$ cat src/sv/crp_pkg.sv
// ----------------------------------------------------------------------------
// crp_pkg: shared types, constants and helpers of the Catmull-Rom tessellator
// Widths of the curve arithmetic follow from the segment sample count.
// ----------------------------------------------------------------------------
`default_nettype none

package crp_pkg;

  // Field widths
  localparam int POS_W   = 12;
  localparam int CURVE_W = 16;
  localparam int IDX_W   = 6;
  localparam int STEP_W  = 24;
  localparam logic [STEP_W-1:0] STEP_RESET = STEP_W'(25);

  // Point history
  localparam int HIST_DEPTH = 4;
  localparam int KC_W       = $clog2(HIST_DEPTH + 1);

  // Segment queue
  localparam int QUEUE_DEPTH = 2;
  localparam int QAW         = $clog2(QUEUE_DEPTH);

  // Samples per segment and derived arithmetic widths
  localparam int    SAMPLES_PER_SEGMENT = 10;
  localparam int    JW  = (SAMPLES_PER_SEGMENT > 1) ? $clog2(SAMPLES_PER_SEGMENT) : 1;
  localparam longint N3  = longint'(SAMPLES_PER_SEGMENT) * SAMPLES_PER_SEGMENT *
                           SAMPLES_PER_SEGMENT;
  localparam longint DEN = 2 * N3;
  localparam longint LIM = 65536 * DEN;
  localparam longint OFS = N3 + 32768 * DEN;
  localparam int    TW  = $clog2(N3 + 1);
  localparam int    PW  = TW + 17;
  localparam int    VW  = TW + 20;
  localparam int    DW  = $clog2(DEN + 1);
  localparam int    WW  = VW + DW + 6;
  localparam int    RW  = DW + CURVE_W;
  localparam int    DIV_STAGES = 2;

  // Reciprocal of the denominator: floor(r * RECIP_M / 2^RECIP_K) equals
  // floor(r / DEN) for every r below 2^RW
  localparam int     RECIP_K   = RW + DW;
  localparam int     MW        = RW + 2;
  localparam int     PRW       = RECIP_K + CURVE_W;
  localparam longint RECIP_M_L = ((longint'(1) << RECIP_K) + DEN - 1) / DEN;
  localparam logic [MW-1:0] RECIP_M = MW'(RECIP_M_L);

  localparam logic signed [VW-1:0] DEN_V = VW'(DEN);
  localparam logic signed [WW-1:0] OFS_W = WW'(OFS);
  localparam logic signed [WW-1:0] LIM_W = WW'(LIM);
  localparam logic [RW-1:0]        REM_MAX = RW'(LIM - 1);

  // Basis tables over the sample index
  localparam int TAB_JN2 = 0;
  localparam int TAB_J2N = 1;
  localparam int TAB_J3  = 2;

  typedef logic [TW-1:0] tab_t [SAMPLES_PER_SEGMENT];

  function automatic tab_t make_tab(int kind);
    tab_t   t;
    longint jj;
    for (int i = 0; i < SAMPLES_PER_SEGMENT; i++) begin
      jj = longint'(i);
      case (kind)
        TAB_JN2: t[i] = TW'(jj * SAMPLES_PER_SEGMENT * SAMPLES_PER_SEGMENT);
        TAB_J2N: t[i] = TW'(jj * jj * SAMPLES_PER_SEGMENT);
        default: t[i] = TW'(jj * jj * jj);
      endcase
    end
    return t;
  endfunction

  localparam tab_t JN2_TAB = make_tab(TAB_JN2);
  localparam tab_t J2N_TAB = make_tab(TAB_J2N);
  localparam tab_t J3_TAB  = make_tab(TAB_J3);

  // Four kept points, entry 0 newest
  typedef struct packed {
    logic [HIST_DEPTH-1:0][POS_W-1:0] px;
    logic [HIST_DEPTH-1:0][POS_W-1:0] py;
  } seg_t;

  // Per-axis polynomial coefficients
  typedef struct packed {
    logic signed [POS_W-1:0] p1;
    logic signed [POS_W:0]   a;
    logic signed [15:0]      b;
    logic signed [15:0]      c;
  } coef_t;

  // Per-axis products for one sample
  typedef struct packed {
    logic signed [POS_W-1:0] p1;
    logic signed [PW-1:0]    ta;
    logic signed [PW-1:0]    tb;
    logic signed [PW-1:0]    tc;
  } prod_t;

  function automatic coef_t axis_coef(logic [HIST_DEPTH-1:0][POS_W-1:0] p);
    coef_t             r;
    logic signed [15:0] s0, s1, s2, s3, d;
    s0 = 16'($signed(p[0]));
    s1 = 16'($signed(p[1]));
    s2 = 16'($signed(p[2]));
    s3 = 16'($signed(p[3]));
    d    = s2 - s0;
    r.p1 = $signed(p[1]);
    r.a  = d[POS_W:0];
    r.b  = (s0 <<< 1) - (s1 <<< 2) - s1 + (s2 <<< 2) - s3;
    r.c  = s1 + (s1 <<< 1) - s0 - (s2 <<< 1) - s2 + s3;
    return r;
  endfunction

  function automatic prod_t mul_terms(coef_t c, logic [JW-1:0] j);
    prod_t r;
    r.p1 = c.p1;
    r.ta = PW'(c.a) * PW'($signed({1'b0, JN2_TAB[j]}));
    r.tb = PW'(c.b) * PW'($signed({1'b0, J2N_TAB[j]}));
    r.tc = PW'(c.c) * PW'($signed({1'b0, J3_TAB[j]}));
    return r;
  endfunction

  function automatic logic signed [VW-1:0] sum_terms(prod_t p);
    return VW'(p.p1) * DEN_V + VW'(p.ta) + VW'(p.tb) + VW'(p.tc);
  endfunction

  // Scale to Q12.4 with rounding offset, bias into unsigned range, clamp
  function automatic logic [RW-1:0] make_rem(logic signed [VW-1:0] v);
    logic signed [WW-1:0] w;
    logic [RW-1:0]        r;
    w = (WW'(v) <<< 4) + OFS_W;
    if (w[WW-1]) begin
      r = '0;
    end else if (w >= LIM_W) begin
      r = REM_MAX;
    end else begin
      r = w[RW-1:0];
    end
    return r;
  endfunction

endpackage

`default_nettype wire

$ cat src/sv/crp_sample_if.sv
// ----------------------------------------------------------------------------
// crp_sample_if: position sample channel
// Valid/ready channel carrying one integer position sample.
// ----------------------------------------------------------------------------
`default_nettype none

interface crp_sample_if;
  logic                               valid;
  logic                               ready;
  logic signed [crp_pkg::POS_W-1:0]   pos_x;
  logic signed [crp_pkg::POS_W-1:0]   pos_y;

  modport source (output valid, output pos_x, output pos_y, input ready);
  modport sink   (input valid, input pos_x, input pos_y, output ready);
endinterface

`default_nettype wire

$ cat src/sv/crp_cfg_if.sv
// ----------------------------------------------------------------------------
// crp_cfg_if: configuration write channel
// Valid/ready channel carrying the minimum step threshold.
// ----------------------------------------------------------------------------
`default_nettype none

interface crp_cfg_if;
  logic                             valid;
  logic                             ready;
  logic [crp_pkg::STEP_W-1:0]       min_step_sq;

  modport source (output valid, output min_step_sq, input ready);
  modport sink   (input valid, input min_step_sq, output ready);
endinterface

`default_nettype wire

$ cat src/sv/crp_front.sv
// ----------------------------------------------------------------------------
// crp_front: sample filter and point history
// Accepts samples, drops those too close to the newest point, keeps four
// points and hands each newly formed segment to the queue.
// ----------------------------------------------------------------------------
`default_nettype none

module crp_front (
  input  wire logic        clk,
  input  wire logic        rst,
  crp_sample_if.sink       sample,
  crp_cfg_if.sink          cfg,
  output logic             push_valid,
  input  wire logic        push_ready,
  output crp_pkg::seg_t    push_seg
);
  import crp_pkg::*;

  localparam int D2W = 2 * POS_W + 3;

  logic [STEP_W-1:0]                min_step_sq;
  logic [HIST_DEPTH-1:0][POS_W-1:0] hist_x, hist_y;
  logic [HIST_DEPTH-1:0][POS_W-1:0] hist_x_next, hist_y_next;
  logic [KC_W-1:0]                  kept_count;

  logic signed [POS_W:0]  dx, dy;
  logic signed [D2W-1:0]  sqx, sqy;
  logic [D2W-1:0]         d2;
  logic                   accept, keep;

  assign cfg.ready    = 1'b1;
  assign sample.ready = push_ready;
  assign accept       = sample.valid && sample.ready;

  assign dx  = (POS_W+1)'(sample.pos_x) - (POS_W+1)'($signed(hist_x[0]));
  assign dy  = (POS_W+1)'(sample.pos_y) - (POS_W+1)'($signed(hist_y[0]));
  assign sqx = D2W'(dx) * D2W'(dx);
  assign sqy = D2W'(dy) * D2W'(dy);
  assign d2  = sqx + sqy;

  // first point always kept; equal distance is dropped
  assign keep = (kept_count == '0) || (d2 > D2W'(min_step_sq));

  assign hist_x_next = {hist_x[HIST_DEPTH-2:0], sample.pos_x};
  assign hist_y_next = {hist_y[HIST_DEPTH-2:0], sample.pos_y};

  assign push_valid  = accept && keep && (kept_count >= KC_W'(HIST_DEPTH - 1));
  assign push_seg.px = hist_x_next;
  assign push_seg.py = hist_y_next;

  always_ff @(posedge clk) begin
    if (rst) begin
      min_step_sq <= STEP_RESET;
    end else if (cfg.valid) begin
      min_step_sq <= cfg.min_step_sq;
    end
  end

  always_ff @(posedge clk) begin
    if (rst) begin
      hist_x     <= '0;
      hist_y     <= '0;
      kept_count <= '0;
    end else if (accept && keep) begin
      hist_x <= hist_x_next;
      hist_y <= hist_y_next;
      if (kept_count < KC_W'(HIST_DEPTH)) begin
        kept_count <= kept_count + KC_W'(1);
      end
    end
  end

endmodule

`default_nettype wire

$ cat src/flat_wrapper.sv
// flat-port wrapper written by rule: the top's interface ports become plain ports
module crp_front_flat import crp_pkg::*;
  (clk, rst, push_valid, push_ready, push_seg, sample_valid, sample_pos_x, sample_pos_y, sample_ready, cfg_valid, cfg_min_step_sq, cfg_ready);
  crp_sample_if sample_i ();
  crp_cfg_if cfg_i ();
  input  wire logic clk;
  input  wire logic rst;
  output logic push_valid;
  input  wire logic push_ready;
  output crp_pkg::seg_t push_seg;
  input wire logic [$bits(sample_i.valid)-1:0] sample_valid;
  input wire logic [$bits(sample_i.pos_x)-1:0] sample_pos_x;
  input wire logic [$bits(sample_i.pos_y)-1:0] sample_pos_y;
  output wire logic [$bits(sample_i.ready)-1:0] sample_ready;
  input wire logic [$bits(cfg_i.valid)-1:0] cfg_valid;
  input wire logic [$bits(cfg_i.min_step_sq)-1:0] cfg_min_step_sq;
  output wire logic [$bits(cfg_i.ready)-1:0] cfg_ready;
  assign sample_i.valid = sample_valid;
  assign sample_i.pos_x = sample_pos_x;
  assign sample_i.pos_y = sample_pos_y;
  assign sample_ready = sample_i.ready;
  assign cfg_i.valid = cfg_valid;
  assign cfg_i.min_step_sq = cfg_min_step_sq;
  assign cfg_ready = cfg_i.ready;
  crp_front u_core (.clk(clk), .rst(rst), .sample(sample_i), .cfg(cfg_i), .push_valid(push_valid), .push_ready(push_ready), .push_seg(push_seg));
endmodule
$ cat config.mk
export PLATFORM = sky130hd
export DESIGN_NAME = crp_front_flat
export DESIGN_NICKNAME = d
export VERILOG_FILES = /design/src/sv/crp_pkg.sv /design/src/sv/crp_sample_if.sv /design/src/sv/crp_cfg_if.sv /design/src/sv/crp_front.sv /design/src/flat_wrapper.sv
export SDC_FILE = /design/constraint.sdc
export NUM_CORES = 1
export LEC_CHECK = 0
export BUFFER_PORTS_ARGS = -buffer_cell sky130_fd_sc_hd__buf_4
export CAP_MARGIN = 10
export CORE_MARGIN = 4
export CORE_UTILIZATION = 55
export DETAILED_ROUTE_END_ITERATION = 10
export GPL_TIMING_DRIVEN = 1
export PLACE_DENSITY = 0.75
export SKIP_CTS_REPAIR_TIMING = 1
export SYNTH_ARGS = -nofsm -noshare
export SYNTH_HDL_FRONTEND = slang
export SYNTH_SLANG_ARGS = --single-unit
$ cat constraint.sdc
create_clock -name clk -period 16.3 [get_ports clk]
set_input_delay 0.815 -clock clk [delete_from_list [all_inputs] [get_ports clk]]
set_output_delay 0.815 -clock clk [all_outputs]
set_load 0.005 [all_outputs]
; ---- Word-level counts from Yosys, hierarchy flattened
; Index checks and enable logic that the tools add are counted.
[totals]
out_inout_bits = 99
register_bits = 99
inputBits = 53
[op_classes]
reduce_logical = 6
order_cmp = 3
mul = 2
n_addsub = 4
[ops]
columns = op, count
row1 = 13-bit by 13-bit multiplier with 26-bit output, 2
row2 = 27-bit adder, 1
row3 = 27-bit by 24-bit greater-than comparator with 1-bit output, 1
row4 = 12-bit by 12-bit subtractor with 13-bit output, 2
row5 = "3-bit by 1-bit adder with 3-bit output, second input constant", 1
row6 = "3-bit by 2-bit greater-or-equal comparator with 1-bit output, second input constant", 1
row7 = 1-bit logical AND, 3
row8 = 3-bit logical NOT, 1
row9 = "3-bit < comparator, second input constant", 1
row10 = 2-bit AND reduction, 1
row11 = 1-bit logical OR, 1

; ---- Longest topological paths before layout
; Gate-level depths: netlist (run 1).
[logic_depth]
depth_word = 7
depth_mapped = 53
depth_no_buf = 51

; ---- Worst setup path before layout (run 1)
; Ideal clock, no wire load.
[synth_path]
kind = input to output
start = in sample_pos_y[0]
end = out push_valid
path_slack_ns = 4.699
n_path_buf = 2
required_time_ns = 15.485
arrival_ns = 10.786
cell_stages = 47
cell_sequence = inv_1 ha_1 fa_1 nor2b_1 o21ai_1 a21boi_1 o21ai_1 a21boi_1 o2111a_1 or4_1 and2_1 clkbuf_1 nand2_1 fa_1 fa_1 inv_1 fa_1 fa_1 [... 11 more ...] ha_1 o211a_1 a311o_1 a221oi_4 o21bai_1 a21oi_1 or4b_1 o2111ai_1 ha_1 nand3_1 nor4_1 a221oi_1 o21a_1 and2b_1 mux2_4 a31o_4 buf_6 nor2_1
[synth_between]
elab_chain_cells = 7
[synth_lines]
columns = item, line_no
row1 = start: declaration, flat_wrapper.sv:13  ; input wire logic [$bits(sample_i.pos_y)-1:0] sample_pos_y;
row2 = 12-bit by 12-bit subtractor with 13-bit output, crp_front.sv:36  ; assign dy = (POS_W+1)'(sample.pos_y) - (POS_W+1)'($signed(hist_y[0]));
row3 = 13-bit by 13-bit multiplier with 26-bit output, crp_front.sv:38  ; assign sqy = D2W'(dy) * D2W'(dy);
row4 = 27-bit adder, crp_front.sv:39  ; assign d2 = sqx + sqy;
row5 = 27-bit by 24-bit greater-than comparator with 1-bit output, crp_front.sv:42  ; assign keep = (kept_count == '0) || (d2 > D2W'(min_step_sq));
row6 = 1-bit logical OR, crp_front.sv:42
row7 = 1-bit logical AND (2 in a row), crp_front.sv:47  ; assign push_valid = accept && keep && (kept_count >= KC_W'(HIST_DEPTH - 1));
row8 = end: declaration, flat_wrapper.sv:8  ; output logic push_valid;
; Every way passes these cells.

; ---- Final worst setup path (run 1)
[layout_path]
start = in sample_pos_x[0]
end = out push_valid
[layout_between]
elab_chain_cells = 7
[layout_lines]
columns = item, line_no
row1 = start: declaration, flat_wrapper.sv:12  ; input wire logic [$bits(sample_i.pos_x)-1:0] sample_pos_x;
row2 = 12-bit by 12-bit subtractor with 13-bit output, crp_front.sv:35  ; assign dx = (POS_W+1)'(sample.pos_x) - (POS_W+1)'($signed(hist_x[0]));
row3 = 13-bit by 13-bit multiplier with 26-bit output, crp_front.sv:37  ; assign sqx = D2W'(dx) * D2W'(dx);
row4 = 27-bit adder, crp_front.sv:39
row5 = 27-bit by 24-bit greater-than comparator with 1-bit output, crp_front.sv:42
row6 = 1-bit logical OR, crp_front.sv:42
row7 = 1-bit logical AND (2 in a row), crp_front.sv:47
; Every way passes these cells.

==> flow_summary.toml, run 1 <==
[global_route]
grt.total_usage_pct = 23.97
grt_max_degree = 63
antenna_found_initial = 1
grt_overflow = 0
grt_pass1_wl_um = 71250
grt_pass1_vias = 14680

[synth]
synth-edff-count = 0
syn_avg_cell_area_um2 = 8.880
synthCells = 2062
yosys.area.top_type_share_pct = 31.60
synth_area_um2 = 18310
ys_types = 78
synth_warnings = 0
synth_flop_cell = "dfxtp_1"
ys_top_cells_by_area = "fa_1 (32%), ha_1 (15%), dfxtp_1 (11%)"
async_reset_ff_share_pct = 0
ys_ff_latch = 99
ys_seq_area_share_pct = 10.82
yosysTopAreaCell = "fa_1"
post-synth-top-count-cell = "inv_1"
netlist_top_cells_count = "inv_1 (427), fa_1 (289), nand2_1 (226), ha_1 (216), nor2_1 (161)"

[place]
port_buffers = 150
hpwlAfterDp_um = 35470
place_congestion = 0.9092

[run_status]
outcome = "finished, final reports clean"

[cts]
clkLatencyLatePin_ns = 0.37
htree_num_levels = 3
cts_max_path_buffers = 2
root_buffer = "clkbuf_16"
cts_sinks = 99
cts_tree = "built"
cts_made_buffers = 9
clkTransAtPathRegs_ns = 0.07

[die]
die_area_um2 = 36280
start_util_pct = 56.00
die_x_um = 190.5
core_area_um2 = 32700
rows = 66
io_pins = 152
die_y_um = 190.5

[routing]
drcViolationCount = 0
vias_per_cell = 5.303
drtIter0Drc = 566
routedWlPerCell_um = 16.07
routed_wl_um = 41710
routed-via-count = 13760
ant_nets = 0
dr.pass1.iters = 5

[sta]
slew_headroom_pct = 22.98
holdWs_ns = 0.4620
slew_violations = 0
finalCriticalPeriod_ns = 13.03
rsz0062_at_grt = "false"
fin_tns_setup_ns = 0
fin_crit_sh_pct = 79.94
hold_viol = 0
clock_skew_ns = 0.01153
worst_pin_slew_ns = 1.151
finalSetupViolCount = 0
clock.fmax_mhz = 76.74

[layout]
drive_above_1_share_pct = 9.568
areaGrowthSynthToFinish_pct = 7.920
antenna_cells = 0
final_nets = 2706

[setup_path]
max_stage_delay_ns = 0.59
crit_type = "input pin to output pin"
crit_fanout = 12
arrival_ns = 12.22
crit_buf_inv = 5
critPathCaptureType = "output pin"
critPathSlowestCell = "xnor2_1"
startpoint_type = "input pin"
crit_top_cell = "fa_1"
crit_family = "adder cells"
cp.required_ns = 15.49

[flow_run]
cap_violations = 0

[hold_path]
hp-class = "flip-flop to flip-flop"
-- final timing paths --
kind | start | to | slack, ns | depth (start not counted)
max | sample_pos_x[0] | push_valid | 3.27 | 47
min | u_core.push_seg[88] | u_core.push_seg[88] | 0.46 | 2
max reg2reg | u_core.push_seg[62] | u_core.push_seg[83] | 3.86 | 45
min reg2reg | u_core.push_seg[88] | u_core.push_seg[88] | 0.46 | 2
-- kinds of logic after synthesis --
| family | count (synthesis) | share of synthesized area, % |
|---|---|---|
| adder cells (fa/ha/maj) | 505 | 46.35 |
| AND/OR/NAND/NOR | 541 | 13.04 |
| AO/OA/AOI/OAI | 215 | 8.193 |
| other | 2 | 0.04101 |
| flip-flops | 99 | 10.82 |
| multiplexers | 100 | 5.514 |
| XOR/XNOR | 78 | 3.731 |
| buffers and inverters | 522 | 12.31 |
-- sequential cells by signal, summed over array words and instances (netlist names) --
signal	flops
u_core.push_seg	72
u_core.kept_count	3
u_core.min_step_sq	24
-- final cells by class --
type	count	area, um2
Multi-Input combinational cell	1442	14080
Clock inverter	7	91.34
Fill cell	2850	12940
Inverter	438	1644
Clock buffer	9	225.2
Sequential cell	99	1982
Tap cell	442	553.0
Timing Repair Buffer	158	1186
-- layer usage --
metal | vias to the layer above | global-route usage [%] | wire [um]
met5 | - | 0 | 14
met2 | 345 | 42.55 | 20690
met3 | 79 | 3.717 | 2162
li1 | 6616 | - | -
met1 | 6720 | 30.05 | 17460
met4 | 2 | 7.680 | 1380
-- layout by cell type (no fill, tap or decap), types with 17 or more instances in the layout --
cell type  instances
a21o_1            22
fa_1             289
buf_4            158
nand2b_1          24
mux2i_1           96
inv_1            426
and3_1            17
nor3_1            21
nand2_1          226
a21oi_1           50
o21ai_1           17
o21ai_0           29
nor2_1           161
nand3_1           36
dfxtp_1           99
ha_1             216
xnor2_1           65
-- stage by stage --
step | setup slack, ns | instances | util (%) | area [um2]
after floorplan | 4.699 | 2063 | - | 18320
after global placement | 3.531 | 2579 | 59.46 | 19440
after detailed placement | 3.391 | 2579 | 59.46 | 19440
after CTS | 3.335 | 2595 | 60.43 | 19760
after global routing | 2.620 | 2595 | 60.43 | 19760
final | 3.270 | 2595 | 60.43 | 19760
-- worst min-delay path, delay by kind of cell (launching register included) --
family           cells  cell delay, ns
muxes                1            0.05
DFF                  1            0.32
and+or+nand+nor      1            0.05
Power of run 1 is not shown: default switching activity piles up to over one toggle a cycle in this logic, so the estimate is an artifact.
==> run 2: changes to the inputs <==
--- a/config.mk
+++ b/config.mk
@@ -5,13 +5,14 @@
 export SDC_FILE = /design/constraint.sdc
 export NUM_CORES = 1
 export LEC_CHECK = 0
+export ABC_AREA = 1
 export BUFFER_PORTS_ARGS = -buffer_cell sky130_fd_sc_hd__buf_4
 export CAP_MARGIN = 10
 export CORE_MARGIN = 4
 export CORE_UTILIZATION = 55
 export DETAILED_ROUTE_END_ITERATION = 10
 export GPL_TIMING_DRIVEN = 1
-export PLACE_DENSITY = 0.75
+export PLACE_DENSITY = 0.78
 export SKIP_CTS_REPAIR_TIMING = 1
 export SYNTH_ARGS = -nofsm -noshare
 export SYNTH_HDL_FRONTEND = slang
==> constraint.sdc (replaced) <==
create_clock -name clk -period 11.05 [get_ports clk]
set_input_delay 0.5525 -clock clk [delete_from_list [all_inputs] [get_ports clk]]
set_output_delay 0.5525 -clock clk [all_outputs]
set_load 0.005 [all_outputs]
==> flow_summary.toml, run 2 <==
[place]
post-place-ws_ns = 0.1401
hpwlAfterDp_um = 36720
place_congestion = 0.9712
placed_area_um2 = 19400
port_buffers = 150

[global_route]
antenna_found_initial = 0
grt_max_degree = 78
grt_overflow = 0
grt.total_usage_pct = 25.30
grt_pass1_vias = 15660
grt_pass1_wl_um = 74290

[die]
core_area_um2 = 31960
rows = 65
start_util_pct = 56.35
die_y_um = 189.0
die_area_um2 = 35700
die_x_um = 189.0
io_pins = 152

[layout]
antenna_cells = 0
areaGrowthSynthToFinish_pct = 10.25
seqCellArea_um2 = 1986
n_fill_cell = 2816
multi_input_area_um2 = 13700
drive_above_1_share_pct = 10.59
stdcell_area_um2 = 19860
final_nets = 2914
mostFrequentLayoutCells = "inv_1 (513), nand2_1 (348), fa_1 (289)"
layout_commonest_cell = "inv_1"
largest_reg_flops = 72

[synth]
synth_area_um2 = 18010
synthCells = 2234
synth_warnings = 0
post-synth-top-count-cell = "inv_1"
ys_types = 47
ys_ff_latch = 99
async_reset_ff_share_pct = 0
synth-edff-count = 0
synth_flop_cell = "dfxtp_1"
yosys.area.top_type_share_pct = 32.12
syn_avg_cell_area_um2 = 8.062
ys_seq_area_share_pct = 11.00
netlist_top_cells_count = "inv_1 (514), nand2_1 (350), fa_1 (289), ha_1 (216), a21oi_1 (192)"
yosysTopAreaCell = "fa_1"
ys_top_cells_by_area = "fa_1 (32%), ha_1 (15%), dfxtp_1 (11%)"

[setup_path]
startpoint_type = "flip-flop"
critPathSlowestCell = "fa_1"
critPathCaptureType = "output pin"
cp.required_ns = 10.50
crit_type = "flip-flop to output pin"
max_stage_delay_ns = 0.54
ff2ff_setup_slack_ns = 0.71
arrival_ns = 9.91
crit_fanout = 8

[routing]
drcViolationCount = 0
routedWlPerCell_um = 15.77
dr.pass1.iters = 7
vias_per_cell = 5.298
routed-via-count = 14810
ant_nets = 0
routed_wl_um = 44100
drtIter0Drc = 805

[sta]
clock.fmax_mhz = 95.60
worst_pin_slew_ns = 1.132
finalCriticalPeriod_ns = 10.46
finalSetupViolCount = 0
hold_viol = 0
clock_skew_ns = 0.01665
holdWs_ns = 0.3968
fin_tns_setup_ns = 0
fin_ws_ns = 0.5892
slew_violations = 0
fin_crit_sh_pct = 94.67
slew_headroom_pct = 24.44

[run_status]
outcome = "finished, final reports clean"

[cts]
cts_max_path_buffers = 2
clkTransAtPathRegs_ns = 0.09
cts_made_buffers = 9
cts_sinks = 99
clkLatencyLatePin_ns = 0.38
root_buffer = "clkbuf_16"
htree_num_levels = 3
cts_tree = "built"

[hold_path]
hp-class = "input pin to flip-flop"

[flow_run]
cap_violations = 0
==> run 2: changes by cell type in the layout (fill, tap and decap cells not counted), moves of 17 or more <==
| cell | before | now |
|---|---|---|
| and3_1 | 17 | 0 |
| buf_4 | 158 | 181 |
| nand3_1 | 36 | 100 |
| nor2_1 | 161 | 139 |
| xor2_1 | 13 | 51 |
| nand2_1 | 226 | 348 |
| mux2i_1 | 96 | 0 |
| xnor2_1 | 65 | 36 |
| nand2b_1 | 24 | 0 |
| o21ai_0 | 29 | 48 |
| a21oi_1 | 50 | 190 |
| inv_1 | 426 | 513 |
==> run 2: path summary, 6_finish.rpt <==
kind / cells after the start / endpoint / from
hold / removal: 3 / u_core.min_step_sq[0] / cfg_min_step_sq[0]
setup reg to reg: 47 / u_core.push_seg[39] / u_core.push_seg[60]
setup / recovery: 46 / push_valid / u_core.push_seg[60]
hold reg to reg: 2 / u_core.push_seg[94] / u_core.push_seg[94]
==> run 2: through the flow <==
stage | util, % | cells
after floorplan | - | 2235
after global placement | 60.71 | 2772
after detailed placement | 60.71 | 2772
after CTS | 61.61 | 2788
after global routing | 62.13 | 2796
final | 62.13 | 2796
==> run 2: per-layer routing <==
metal  track usage, %  vias to the layer above  part of all wire, %
met5                0                        -                    0
met4            5.998                        0                  1.9
met3            4.794                       67                  7.7
met2            42.03                      514                   47
met1            34.58                     7157                   43
li1                 -                     7076                    -
==> run 2: logic make-up (layout without fill, tap and decap cells) <==
kind of cell               after synthesis  count (layout)  synth area share [%]
other                                    2               3               0.04170
xor gates and xnor gates                90              90                 4.460
and+or+nand+nor                        644             644                 14.95
buffers and inverters                  596             722                 13.45
adders and majority gates              505             505                 47.13
DFF                                     99              99                 11.00
AOI/OAI and AO/OA                      298             298                 8.962
==> run 2: area by class of cell <==
class | count | share of cell area (%)
Timing Repair Buffer | 181 | 6.843
Tap cell | 435 | 2.741
Clock inverter | 7 | 0.3025
Sequential cell | 99 | 10.00
Inverter | 525 | 9.987
Clock buffer | 9 | 1.134
Multi-Input combinational cell | 1540 | 68.99
==> run 2: worst max-delay path: cells and delay by family (launching register included) <==
kind            cells  cell delay (ns)
simple gates       15             1.72
fa+ha+maj          11             4.49
flops               1             0.40
compound gates     12             2.01
buf+inv             6             0.65
xor+xnor            2             0.27
Power of run 2 is left out for the same reason.
